$ cat config.mk
export PLATFORM = sky130hd
export DESIGN_NAME = stack_offset_tracker
export DESIGN_NICKNAME = d
export VERILOG_FILES = /design/src/rtl/sot_pkg.sv /design/src/rtl/stack_offset_tracker.sv
export SDC_FILE = /design/constraint.sdc
export NUM_CORES = 1
export LEC_CHECK = 0
export BUFFER_PORTS_ARGS = -buffer_cell sky130_fd_sc_hd__buf_4
export CELL_PAD_IN_SITES_DETAIL_PLACEMENT = 2
export CELL_PAD_IN_SITES_GLOBAL_PLACEMENT = 2
export CORE_ASPECT_RATIO = 1.5
export CORE_MARGIN = 10
export CORE_UTILIZATION = 42
export CTS_CLUSTER_SIZE = 25
export DETAILED_ROUTE_END_ITERATION = 12
export PLACE_DENSITY = 0.84
export RECOVER_POWER = 100
export SLEW_MARGIN = 20
export SYNTH_ARGS = -nofsm -noshare
export SYNTH_HDL_FRONTEND = slang
export SYNTH_SLANG_ARGS = --single-unit
export TNS_END_PERCENT = 100
$ cat constraint.sdc
create_clock -name clock -period 16.4 [get_ports clock]
set_input_delay 4.1 -clock clock [delete_from_list [all_inputs] [get_ports clock]]
set_output_delay 4.1 -clock clock [all_outputs]
set_load 0.005 [all_outputs]
$ cat src/rtl/sot_pkg.sv
// Package for the stack offset tracker: widths, decode patterns and limits.
package sot_pkg;

   // Width of the running and lowest offset accumulators.
   localparam int OFFSET_WIDTH = 32;

   // Width of the reported offset field.
   localparam int REPORT_WIDTH = 32;

   // Width used to compare an accumulator value against the reported range.
   localparam int EXT_WIDTH = (OFFSET_WIDTH > REPORT_WIDTH) ? OFFSET_WIDTH : REPORT_WIDTH;

   // Width of the magnitude of one stack adjustment (12-bit ARM immediate at most).
   localparam int DELTA_WIDTH = 13;

   // ARM decode patterns.
   localparam logic [15:0] ARM_PUSH_TOP = 16'hE92D;
   localparam logic [15:0] ARM_POP_TOP  = 16'hE8BD;
   localparam logic [1:0]  ARM_DP_GROUP = 2'b00;
   localparam logic [3:0]  ARM_OP_ADD   = 4'd4;
   localparam logic [3:0]  ARM_OP_SUB   = 4'd2;
   localparam logic [3:0]  ARM_REG_SP   = 4'd13;

   // Thumb decode patterns.
   localparam logic [6:0]  THUMB_PUSH_HI7 = 7'b1011010;
   localparam logic [6:0]  THUMB_POP_HI7  = 7'b1011110;
   localparam logic [8:0]  THUMB_ADD_HI9  = 9'b101100000;
   localparam logic [8:0]  THUMB_SUB_HI9  = 9'b101100001;

   // Saturation limits of the accumulator, one bit wider than it.
   localparam logic signed [OFFSET_WIDTH:0] SUM_MAX =
      {2'b00, {(OFFSET_WIDTH-1){1'b1}}};
   localparam logic signed [OFFSET_WIDTH:0] SUM_MIN =
      {2'b11, {(OFFSET_WIDTH-1){1'b0}}};

   // Limits of the reported 32-bit field, widened for comparison.
   localparam logic signed [EXT_WIDTH-1:0] REPORT_MAX = EXT_WIDTH'(32'sh7FFF_FFFF);
   localparam logic signed [EXT_WIDTH-1:0] REPORT_MIN = EXT_WIDTH'(32'sh8000_0000);

endpackage

$ cat src/rtl/stack_offset_tracker.sv
// Top level of the stack offset tracker: decode, accumulate and report per range.
//
//   channel | direction | handshake          | payload
//   req     | in        | req_valid/req_stall | instruction_word, arm_sel, last_in_range
//   rsp     | out       | rsp_valid/rsp_stall | stack_offset, pc_was_popped, saturated
//
// One instruction word is taken per cycle while req_stall is low; a result is registered
// when its last word drains, as the input register hands over to the result register.
// Reset clears the accumulators, the flags and both valid registers.
// Words that are not last keep flowing while a result waits; only a last word
// waits in the input register until the result register is free.
module stack_offset_tracker (
   input  logic        clock,
   input  logic        reset,
   input  logic        req_valid,
   output logic        req_stall,
   input  logic [31:0] req_instruction_word,
   input  logic        req_arm_sel,
   input  logic        req_last_in_range,
   output logic        rsp_valid,
   input  logic        rsp_stall,
   output logic signed [31:0] rsp_stack_offset,
   output logic        rsp_pc_was_popped,
   output logic        rsp_saturated
);

   localparam int OW = sot_pkg::OFFSET_WIDTH;

   // Input register.
   logic        s1_valid_ff, s1_valid_in;
   logic [31:0] s1_word_ff;
   logic        s1_arm_ff;
   logic        s1_last_ff;

   // Accumulator state.
   logic signed [OW-1:0] run_ff, run_in;
   logic signed [OW-1:0] low_ff, low_in;
   logic                 pc_ff, pc_in;
   logic                 clip_ff, clip_in;

   // Result register.
   logic               rsp_valid_ff, rsp_valid_in;
   logic signed [31:0] rsp_offset_ff;
   logic               rsp_pc_ff;
   logic               rsp_sat_ff;

   logic req_transfer;
   logic drain;

   logic [sot_pkg::DELTA_WIDTH-1:0] delta_mag;
   logic                            delta_neg;
   logic                            pop_pc;
   logic signed [OW:0]              delta_ext;
   logic signed [OW:0]              sum;
   logic signed [OW-1:0]            run_next;
   logic                            clip_now;
   logic signed [OW-1:0]            low_next;
   logic                            pc_next;
   logic signed [OW-1:0]            report;
   logic signed [sot_pkg::EXT_WIDTH-1:0] report_ext;
   logic signed [31:0]              report_out;
   logic                            report_clip;

   logic [15:0] half;
   logic [4:0]  arm_count;
   logic [3:0]  thumb_count;

   // Ones count of a nibble.
   function automatic logic [2:0] pop4(input logic [3:0] v);
      pop4 = 3'(v[0]) + 3'(v[1]) + 3'(v[2]) + 3'(v[3]);
   endfunction

   // Handshake: the input register empties when its item can move on.
   always_comb begin
      drain        = s1_valid_ff && (!s1_last_ff || !rsp_valid_ff || !rsp_stall);
      req_stall    = s1_valid_ff && !drain;
      req_transfer = req_valid && !req_stall;
      s1_valid_in  = req_transfer ? 1'b1 : (drain ? 1'b0 : s1_valid_ff);
   end

   // Register counts for push and pop lists.
   always_comb begin
      half        = s1_word_ff[15:0];
      arm_count   = 5'(pop4(half[3:0])) + 5'(pop4(half[7:4]))
                  + 5'(pop4(half[11:8])) + 5'(pop4(half[15:12]));
      thumb_count = 4'(pop4(half[3:0])) + 4'(pop4(half[7:4])) + 4'(half[8]);
   end

   // Decode the word into a signed stack adjustment.
   always_comb begin
      delta_mag = '0;
      delta_neg = 1'b0;
      pop_pc    = 1'b0;
      if (s1_arm_ff) begin
         priority if (s1_word_ff[31:16] == sot_pkg::ARM_PUSH_TOP) begin
            delta_mag = sot_pkg::DELTA_WIDTH'({arm_count, 2'b00});
            delta_neg = 1'b1;
         end else if (s1_word_ff[31:16] == sot_pkg::ARM_POP_TOP) begin
            delta_mag = sot_pkg::DELTA_WIDTH'({arm_count, 2'b00});
            pop_pc    = s1_word_ff[15];
         end else if (s1_word_ff[27:26] == sot_pkg::ARM_DP_GROUP
                      && s1_word_ff[24:21] == sot_pkg::ARM_OP_ADD
                      && s1_word_ff[15:12] == sot_pkg::ARM_REG_SP) begin
            delta_mag = sot_pkg::DELTA_WIDTH'(s1_word_ff[11:0]);
         end else if (s1_word_ff[27:26] == sot_pkg::ARM_DP_GROUP
                      && s1_word_ff[24:21] == sot_pkg::ARM_OP_SUB
                      && s1_word_ff[15:12] == sot_pkg::ARM_REG_SP) begin
            delta_mag = sot_pkg::DELTA_WIDTH'(s1_word_ff[11:0]);
            delta_neg = 1'b1;
         end else begin
            delta_mag = '0;
         end
      end else begin
         priority if (half[15:9] == sot_pkg::THUMB_PUSH_HI7) begin
            delta_mag = sot_pkg::DELTA_WIDTH'({thumb_count, 2'b00});
            delta_neg = 1'b1;
         end else if (half[15:9] == sot_pkg::THUMB_POP_HI7) begin
            delta_mag = sot_pkg::DELTA_WIDTH'({thumb_count, 2'b00});
            pop_pc    = half[8];
         end else if (half[15:7] == sot_pkg::THUMB_ADD_HI9) begin
            delta_mag = sot_pkg::DELTA_WIDTH'({half[6:0], 2'b00});
         end else if (half[15:7] == sot_pkg::THUMB_SUB_HI9) begin
            delta_mag = sot_pkg::DELTA_WIDTH'({half[6:0], 2'b00});
            delta_neg = 1'b1;
         end else begin
            delta_mag = '0;
         end
      end
   end

   // Saturating accumulate, lowest offset and the value to report.
   always_comb begin
      delta_ext = delta_neg ? -$signed({1'b0, (OW)'(delta_mag)})
                            :  $signed({1'b0, (OW)'(delta_mag)});
      sum       = $signed({run_ff[OW-1], run_ff}) + delta_ext;
      clip_now  = 1'b0;
      if (sum > sot_pkg::SUM_MAX) begin
         run_next = sot_pkg::SUM_MAX[OW-1:0];
         clip_now = 1'b1;
      end else if (sum < sot_pkg::SUM_MIN) begin
         run_next = sot_pkg::SUM_MIN[OW-1:0];
         clip_now = 1'b1;
      end else begin
         run_next = sum[OW-1:0];
      end
      low_next = (run_next < low_ff) ? run_next : low_ff;
      pc_next  = pc_ff || pop_pc;

      report      = (!run_next[OW-1] && pc_next) ? low_next : run_next;
      report_ext  = sot_pkg::EXT_WIDTH'(report);
      report_clip = 1'b0;
      if (report_ext > sot_pkg::REPORT_MAX) begin
         report_out  = 32'sh7FFF_FFFF;
         report_clip = 1'b1;
      end else if (report_ext < sot_pkg::REPORT_MIN) begin
         report_out  = 32'sh8000_0000;
         report_clip = 1'b1;
      end else begin
         report_out  = report_ext[31:0];
      end
   end

   // Next accumulator state: cleared after the last word of a range.
   always_comb begin
      run_in  = run_ff;
      low_in  = low_ff;
      pc_in   = pc_ff;
      clip_in = clip_ff;
      if (drain) begin
         if (s1_last_ff) begin
            run_in  = '0;
            low_in  = '0;
            pc_in   = 1'b0;
            clip_in = 1'b0;
         end else begin
            run_in  = run_next;
            low_in  = low_next;
            pc_in   = pc_next;
            clip_in = clip_ff || clip_now;
         end
      end
   end

   // Result valid: set by a draining last word, cleared by a transfer.
   always_comb begin
      if (drain && s1_last_ff) begin
         rsp_valid_in = 1'b1;
      end else if (!rsp_stall) begin
         rsp_valid_in = 1'b0;
      end else begin
         rsp_valid_in = rsp_valid_ff;
      end
   end

   // Control and accumulator registers.
   always_ff @(posedge clock) begin
      if (reset) begin
         s1_valid_ff  <= 1'b0;
         rsp_valid_ff <= 1'b0;
         run_ff       <= '0;
         low_ff       <= '0;
         pc_ff        <= 1'b0;
         clip_ff      <= 1'b0;
      end else begin
         s1_valid_ff  <= s1_valid_in;
         rsp_valid_ff <= rsp_valid_in;
         run_ff       <= run_in;
         low_ff       <= low_in;
         pc_ff        <= pc_in;
         clip_ff      <= clip_in;
      end
   end

   // Payload registers.
   always_ff @(posedge clock) begin
      if (req_transfer) begin
         s1_word_ff <= req_instruction_word;
         s1_arm_ff  <= req_arm_sel;
         s1_last_ff <= req_last_in_range;
      end
      if (drain && s1_last_ff) begin
         rsp_offset_ff <= report_out;
         rsp_pc_ff     <= pc_next;
         rsp_sat_ff    <= clip_ff || clip_now || report_clip;
      end
   end

   assign rsp_valid         = rsp_valid_ff;
   assign rsp_stack_offset  = rsp_offset_ff;
   assign rsp_pc_was_popped = rsp_pc_ff;
   assign rsp_saturated     = rsp_sat_ff;

`ifndef NO_ASSERTIONS
   // A new result only follows a last word held in the input register.
   a_result_source: assert property (@(posedge clock) disable iff (reset)
      (rsp_valid_ff && !$past(rsp_valid_ff && rsp_stall))
         |-> $past(s1_valid_ff && s1_last_ff))
      else $error("result appeared without a last word");

   // The state is clear after a range has been closed.
   a_range_clear: assert property (@(posedge clock) disable iff (reset)
      (drain && s1_last_ff) |=> (run_ff == '0 && low_ff == '0 && !pc_ff && !clip_ff))
      else $error("state not cleared after a range");

   // The lowest offset never lies above the running offset.
   a_low_bound: assert property (@(posedge clock) disable iff (reset)
      low_ff <= run_ff)
      else $error("lowest offset above running offset");

   // A held result is never overwritten by a last word.
   a_no_overwrite: assert property (@(posedge clock) disable iff (reset)
      (rsp_valid_ff && rsp_stall) |-> !(drain && s1_last_ff))
      else $error("held result overwritten");
`endif

endmodule
# Word level (Yosys, flattened, before mapping)
# Cells that the tools add are included.
dict set report totals {
  output_inout_bits 36
  wordCells 109
  in_bits 38
  register_bits 136
}
dict set report op_classes {
  n_mux 41
  n_reduce_logical 22
  magnitude_cmp 5
  eq_ne 10
  add_sub_neg 19
}
# cell n
set op_table {}
lappend op_table {{32-bit two-way mux} 7}
lappend op_table {{12-bit two-way mux} 4}
lappend op_table {{9-bit two-way mux} 4}
lappend op_table {{32-bit by 33-bit adder with 33-bit output} 1}
lappend op_table {{33-bit by 32-bit > comparator with 1-bit output (second input constant)} 1}
lappend op_table {{33-bit by 32-bit less-than comparator with 1-bit output (second input constant)} 1}
lappend op_table {{33-bit two-way mux} 1}
lappend op_table {{13-bit negation with 33-bit output} 1}
lappend op_table {{16-bit == test (second input constant)} 2}
lappend op_table {{32-bit > comparator (second input constant)} 1}
lappend op_table {{32-bit less-than comparator} 1}
lappend op_table {{32-bit less-than comparator (second input constant)} 1}
lappend op_table {{1-bit two-way mux} 24}
lappend op_table {{9-bit == test (second input constant)} 2}
lappend op_table {{7-bit == test (second input constant)} 2}
lappend op_table {{13-bit two-way mux} 1}
lappend op_table {{2-bit by 1-bit adder with 3-bit output} 4}
lappend op_table {{3-bit by 1-bit adder with 3-bit output} 4}
lappend op_table {{1-bit logical AND} 9}
lappend op_table {{1-bit by 1-bit adder with 2-bit output} 4}
lappend op_table {{3-bit by 3-bit adder with 4-bit output} 2}
lappend op_table {{1-bit logical NOT} 6}
lappend op_table {{4-bit by 3-bit adder with 5-bit output} 1}
lappend op_table {{5-bit by 3-bit adder with 5-bit output} 1}
lappend op_table {{8 further kinds} 12}

# Longest topological paths before layout
dict set report logic_depth {
  depth_word 22
  mapped_depth 46
  mapped_depth_nobuf 43
}

# Worst setup path after synthesis
# Ideal clock, no wire load.
dict set report synth_path {
  path_type {flip-flop to flip-flop}
  start {register s1_word_ff[4]}
  end {register rsp_offset_ff[10], in the netlist rsp_stack_offset[10], data pin}
  path_stages_with_launch 44
  arrival_ps 9624
  period_less_slack_ps 9884
  setup_ps 260
  slack_ps 6516
  path_cell_list {edfxtp_1 fa_1 ha_1 inv_1 fa_1 fa_1 fa_1 inv_1 ha_1 inv_1 fa_1 nand2b_1 a21oi_1 xor2_1 a222oi_1 nand2_1 nor2_1 nand3_1 [... 8 more ...] a21oi_1 a311o_1 xnor2_2 clkbuf_1 maj3_1 ha_1 a21o_1 a21o_1 a21oi_1 nor2_1 a211oi_1 nand2_1 a311oi_4 o21ai_2 and3_1 buf_2 buf_6 mux2_4}
}
dict set report synth_between {
  elab_chain_cells 20
  word_cells_on_any_way 32
  cone_classes {10 x add/sub; 5 x order compare; 15 x mux; 2 x reduce/logical}
}
# element line_no
set synth_lines {}
lappend synth_lines {{start: declaration} stack_offset_tracker.sv:31} ;# logic [31:0] s1_word_ff;
lappend synth_lines {{start signal: assignment} stack_offset_tracker.sv:217} ;# s1_word_ff <= req_instruction_word;
lappend synth_lines {{1-bit by 1-bit adder with 2-bit output} stack_offset_tracker.sv:70} ;# pop4 = 3'(v[0]) + 3'(v[1]) + 3'(v[2]) + 3'(v[3]);
lappend synth_lines {{2-bit by 1-bit adder with 3-bit output} stack_offset_tracker.sv:70}
lappend synth_lines {{3-bit by 1-bit adder with 3-bit output} stack_offset_tracker.sv:70}
lappend synth_lines {{3-bit by 3-bit adder with 4-bit output} {stack_offset_tracker.sv:84, stack_offset_tracker.sv:86}}
lappend synth_lines {{4-bit by 3-bit adder with 5-bit output} stack_offset_tracker.sv:85} ;# + 5'(pop4(half[11:8])) + 5'(pop4(half[15:12]));
lappend synth_lines {{5-bit by 3-bit adder with 5-bit output} stack_offset_tracker.sv:85}
lappend synth_lines {{12-bit two-way mux} stack_offset_tracker.sv:98} ;# end else if (s1_word_ff[31:16] == sot_pkg::ARM_POP_TOP) begin
lappend synth_lines {{12-bit two-way mux} stack_offset_tracker.sv:95} ;# priority if (s1_word_ff[31:16] == sot_pkg::ARM_PUSH_TOP) begin
lappend synth_lines {{[... 4 more ...]} -}
lappend synth_lines {{33-bit by 32-bit less-than comparator with 1-bit output} stack_offset_tracker.sv:140} ;# end else if (sum < sot_pkg::SUM_MIN) begin
lappend synth_lines {{32-bit two-way mux} stack_offset_tracker.sv:140}
lappend synth_lines {{32-bit two-way mux *} stack_offset_tracker.sv:137} ;# if (sum > sot_pkg::SUM_MAX) begin
lappend synth_lines {{32-bit less-than comparator / 1-bit logical NOT (equally long branches)} {stack_offset_tracker.sv:146, stack_offset_tracker.sv:149}}
lappend synth_lines {{32-bit two-way mux / 1-bit logical AND (equally long branches)} {stack_offset_tracker.sv:146, stack_offset_tracker.sv:149}}
lappend synth_lines {{32-bit two-way mux *} stack_offset_tracker.sv:149} ;# report = (!run_next[OW-1] && pc_next) ? low_next : run_next;
lappend synth_lines {{32-bit less-than comparator} stack_offset_tracker.sv:155} ;# end else if (report_ext < sot_pkg::REPORT_MIN) begin
lappend synth_lines {{32-bit two-way mux} stack_offset_tracker.sv:155}
lappend synth_lines {{end signal: assignment} stack_offset_tracker.sv:222} ;# rsp_offset_ff <= report_out;
lappend synth_lines {{end: declaration} stack_offset_tracker.sv:43} ;# logic signed [31:0] rsp_offset_ff;
# Every way passes the cells marked *; elsewhere a longest branch is shown, timed or not.
# A chain may end at the register's enable or synchronous reset.

# Final worst setup path
dict set report layout_path {
  start {register s1_word_ff[4]}
  end {register low_ff[13]}
}
dict set report layout_between {
  elab_chain_cells 18
  word_cells_on_any_way 27
  cone_classes {10 x add/sub; 3 x order compare; 14 x mux}
}
# element line_no
set layout_lines {}
lappend layout_lines {{1-bit by 1-bit adder with 2-bit output} stack_offset_tracker.sv:70}
lappend layout_lines {{2-bit by 1-bit adder with 3-bit output} stack_offset_tracker.sv:70}
lappend layout_lines {{3-bit by 1-bit adder with 3-bit output} stack_offset_tracker.sv:70}
lappend layout_lines {{3-bit by 3-bit adder with 4-bit output} {stack_offset_tracker.sv:84, stack_offset_tracker.sv:86}}
lappend layout_lines {{4-bit by 3-bit adder with 5-bit output} stack_offset_tracker.sv:85}
lappend layout_lines {{5-bit by 3-bit adder with 5-bit output} stack_offset_tracker.sv:85}
lappend layout_lines {{12-bit two-way mux} stack_offset_tracker.sv:98}
lappend layout_lines {{12-bit two-way mux} stack_offset_tracker.sv:95}
lappend layout_lines {{[... 2 more ...]} -}
lappend layout_lines {{33-bit two-way mux *} stack_offset_tracker.sv:133} ;# delta_ext = delta_neg ? -$signed({1'b0, (OW)'(delta_mag)})
lappend layout_lines {{32-bit by 33-bit adder with 33-bit output *} stack_offset_tracker.sv:135} ;# sum = $signed({run_ff[OW-1], run_ff}) + delta_ext;
lappend layout_lines {{33-bit by 32-bit less-than comparator with 1-bit output} stack_offset_tracker.sv:140}
lappend layout_lines {{32-bit two-way mux} stack_offset_tracker.sv:140}
lappend layout_lines {{32-bit two-way mux *} stack_offset_tracker.sv:137}
lappend layout_lines {{32-bit less-than comparator} stack_offset_tracker.sv:146} ;# low_next = (run_next < low_ff) ? run_next : low_ff;
lappend layout_lines {{32-bit two-way mux *} stack_offset_tracker.sv:146}
lappend layout_lines {{32-bit two-way mux *} stack_offset_tracker.sv:170} ;# if (s1_last_ff) begin
lappend layout_lines {{end signal: assignment} stack_offset_tracker.sv:208} ;# low_ff <= low_in;
lappend layout_lines {{end: declaration} stack_offset_tracker.sv:37} ;# logic signed [OW-1:0] low_ff, low_in;
# Marks and branches as above.

==> qor.yml <==
reg2reg_from: "s1_word_ff[4]"
max_clock_freq_mhz: 71.3
violations_in_the_final_reports: "capacitance limit, slew limit"
max-clock-path-buffers: 2
timing.critical_path.fanout_max: 25
path_clk_slew_ps: 70
via_count_of_the_first_global_routing_pass: 8754
cellLeakagePower_nw: 4.31
place.gp.congestion: 0.887
die_area_mm2: 0.0276
maximum_number_of_pins_on_one_net_before_global_route_repair: 39
initial_core_util: 0.426
hold_path.startpoint: "low_ff[5]"
postCtsSetupBuffers: 0
antennaDiodeCount: 0
p_sw_frac: 0.272
post_drt_wl_per_cell_um: 26.7
detailroute.via_count: 7664
min_to: "low_ff[5]"
worst_ep_required_time_ps: 16790
total_power_density_per_cell_area_mw_per_mm2: 91.3
fin_crit_sh: 0.855
max_slew_margin: -0.529
hold_class: "register to register"
post_cts_hold_buffer_count: 0
timing.setup.tns_ps: 0
cts_sink_count: 136
hold_viol: 0
core_area_mm2: 0.0210
post_syn_instances: 907
global_route.overflow_total: 0
ioPinCount: 74
ys.warnings.count: 0
sequentialPowerShare: 0.396
postLayoutSetupSlackWorst_ps: 2380
cts_tree: "yes"
floorplan.rows: 65
min_path_cells: 1
die_h_um: 199
run_status: "complete, but fails checks"
synth_seq_area_share: 0.381
cells_resized_by_post_cts_repair: 0
layout-drive-gt1-share: 0.108
place_ws_ps: 3790
grt_first_pass_wirelength_mm: 52.0
cts-root-buf: "sky130_fd_sc_hd__clkbuf_16"
drcViolationCount: 0
timing.setup.critical_path_class: "register to register"
final-setup-viol-count: 0
worst-endpoint-arrival_ps: 14410
multi_input_comb_area_mm2: 0.00497
max-vdd-ir-drop_mv: 0.0759
worst_slew_pin_slew_ps: 2290
slew_violations: 117
final_antenna_net_count: 0
setup_repair_after_global_routing_missed_its_margin: "false"
async_flop_share: 0
r2r_end: "low_ff[13]"
synth-seq-cells: 136
cp-end-kind: "register"
r2r_slack_ps: 2380
drt_first_iter_violations: 389
cp_slowest_cell: "sky130_fd_sc_hd__xnor2_1"
p_clk_frac: 0.492
io_buffers: 73
avgSynthCellArea_um2: 9.86
layout_min_cycle_time_ps: 14020
design.final.nets: 1106
route.final.wire_length_mm: 33.7
cpPeakStageDelay_ps: 1280
comb_power_share: 0.111
seqCellArea_mm2: 0.00340
most_common_cell_after_layout_fill_and_taps_aside: "sky130_fd_sc_hd__ha_1"
critical_path.startpoint_type: "register"
final.setup_skew_ps: 16.9
area_growth_pct: 14.3
postSynthNetCount: 1036
cts-htree-levels: 4
drt-pass1-iter-count: 5
synth.distinct_cells: 72
intPower_w: 0.000679
vias_per_cell: 6.09
detail_placement_hpwl_mm: 24.0
post_synth_instance_area_mm2: 0.00894
power_switching_w: 0.000254
cts_inserted_buffers: 17
die_x_um: 139
number_of_antenna_violations_at_the_first_check_in_global_routing: 0
reg2regPathDepth: 42
fillers: 2228
maxCapViolCount: 5
final_cell_mix: "79 x sky130_fd_sc_hd__ha_1, 78 x sky130_fd_sc_hd__inv_1, 74 x sky130_fd_sc_hd__nor2_1"
synth_edf_count: 68
synth_top_flop_cell: "sky130_fd_sc_hd__edfxtp_1"
worst_skew_pair.late_latency_ps: 460
grt_use_total: 0.244
==> cells in the mapped netlist, types with 4 or more instances <==
cell	number	area, um^2
sky130_fd_sc_hd__nand2_1	41	154
sky130_fd_sc_hd__clkbuf_1	29	109
sky130_fd_sc_hd__fa_1	12	240
sky130_fd_sc_hd__nor2_1	75	282
sky130_fd_sc_hd__nand3_1	13	65.1
sky130_fd_sc_hd__nor2b_1	8	50.1
sky130_fd_sc_hd__mux2_4	30	450
sky130_fd_sc_hd__edfxtp_1	68	2040
sky130_fd_sc_hd__nand2b_1	6	37.5
sky130_fd_sc_hd__a21oi_1	70	350
sky130_fd_sc_hd__and4b_1	4	40.0
sky130_fd_sc_hd__o211ai_1	4	30.0
sky130_fd_sc_hd__a21o_1	23	173
sky130_fd_sc_hd__and3_1	11	68.8
sky130_fd_sc_hd__inv_1	78	293
sky130_fd_sc_hd__o21ai_1	12	60.1
sky130_fd_sc_hd__buf_2	5	25.0
sky130_fd_sc_hd__o21bai_1	5	37.5
sky130_fd_sc_hd__o21ai_0	39	195
sky130_fd_sc_hd__xnor2_1	19	166
sky130_fd_sc_hd__and2_1	6	37.5
sky130_fd_sc_hd__and4_1	4	35.0
sky130_fd_sc_hd__dfxtp_1	68	1360
sky130_fd_sc_hd__maj3_1	6	60.1
sky130_fd_sc_hd__a22o_1	32	280
sky130_fd_sc_hd__nand4_1	18	113
sky130_fd_sc_hd__ha_1	79	988
sky130_fd_sc_hd__nor3_1	7	35.0
sky130_fd_sc_hd__a31oi_1	6	37.5
sky130_fd_sc_hd__a22oi_1	38	285
sky130_fd_sc_hd__xor2_1	23	201
==> power by group through the flow <==
| stage | combinational, W | sequential [W] | clock, W |
|---|---|---|---|
| 6_report | 0.000104 | 0.000370 | 0.000459 |
| 5_1_grt | 0.000118 | 0.000371 | 0.000476 |
| 4_1_cts | 0.000109 | 0.000370 | 0.000465 |
| 3_5_place_dp | 0.000107 | 0.000377 | 0 |
| 3_3_place_gp | 0.000103 | 0.000377 | 0 |
| 2_1_floorplan | 0.0000707 | 0.000374 | 0 |
==> metal layers <==
metal	global-route usage	up-vias	wire length, um	share of wire
li1	-	3482	-	-
met1	0.224	3864	11500	0.34
met2	0.473	207	18800	0.56
met3	0.0399	111	1010	0.030
met4	0.178	0	2310	0.069
met5	0	-	0	0
==> state kept, by name, summed over array words and instances, names as in the netlist <==
register / cells
s1_last_ff: 1
s1_arm_ff: 1
clip_ff: 1
pc_ff: 1
s1_word_ff: 32
rsp_stack_offset: 32
rsp_pc_was_popped: 1
run_ff: 32
low_ff: 32
rsp_saturated: 1
rsp_valid: 1
s1_valid_ff: 1
==> area by class of cell <==
cell class                      instances  area share
Tap cell                              268      0.0328
Multi-Input combinational cell        655       0.487
Clock inverter                         15      0.0233
Inverter                               78      0.0286
Clock buffer                           17      0.0416
Sequential cell                       136       0.333
Timing Repair Buffer                   89      0.0540
==> critical path: cells and delay by family (launching register included) <==
kind	cells	cell delay, ps
xor gates and xnor gates	2	1370
AOI/OAI and AO/OA	16	5010
and+or+nand+nor	9	2070
buffers and inverters	5	1390
DFF	1	440
adders and majority gates	10	3640
==> metrics by stage <==
| stage | hold WS [ps] | instances | utilization | power (W) | area (um^2) |
|---|---|---|---|---|---|
| finish | 514 | 1258 | 0.487 | 0.000933 | 10200 |
| global route | 530 | 1258 | 0.487 | 0.000965 | 10200 |
| detailed placement | 487 | 1226 | 0.467 | 0.000484 | 9810 |
| floorplan | 460 | 907 | - | 0.000445 | 8940 |
| global placement | 480 | 1226 | 0.467 | 0.000479 | 9810 |
| CTS | 515 | 1258 | 0.499 | 0.000943 | 10500 |
==> worst max-delay path by stage <==
stage | slack [ps] | endpoint | startpoint | cells past startpoint
floorplan | 6520 | rsp_stack_offset[10] | s1_word_ff[4] | 43
global placement | 4240 | rsp_stack_offset[0] | s1_word_ff[4] | 40
detailed placement | 3790 | rsp_stack_offset[0] | s1_word_ff[4] | 40
CTS | 3500 | rsp_stack_offset[0] | s1_word_ff[4] | 40
global route | 1300 | low_ff[13] | s1_word_ff[4] | 42
finish | 2380 | low_ff[13] | s1_word_ff[4] | 42
==> cells by family (layout without fill, tap and decap cells) <==
logic type               after synthesis  count (layout)  synth area share
flip-flops                           136             136             0.381
AND/OR/NAND/NOR                      212             212             0.122
buffers and inverters                116             199            0.0519
AO/OA/AOI/OAI                        271             271             0.206
adder cells (fa/ha/maj)               97              97             0.144
XOR/XNOR                              43              43            0.0430
multiplexers                          32              32            0.0528
(Power assumes the default switching activity.)
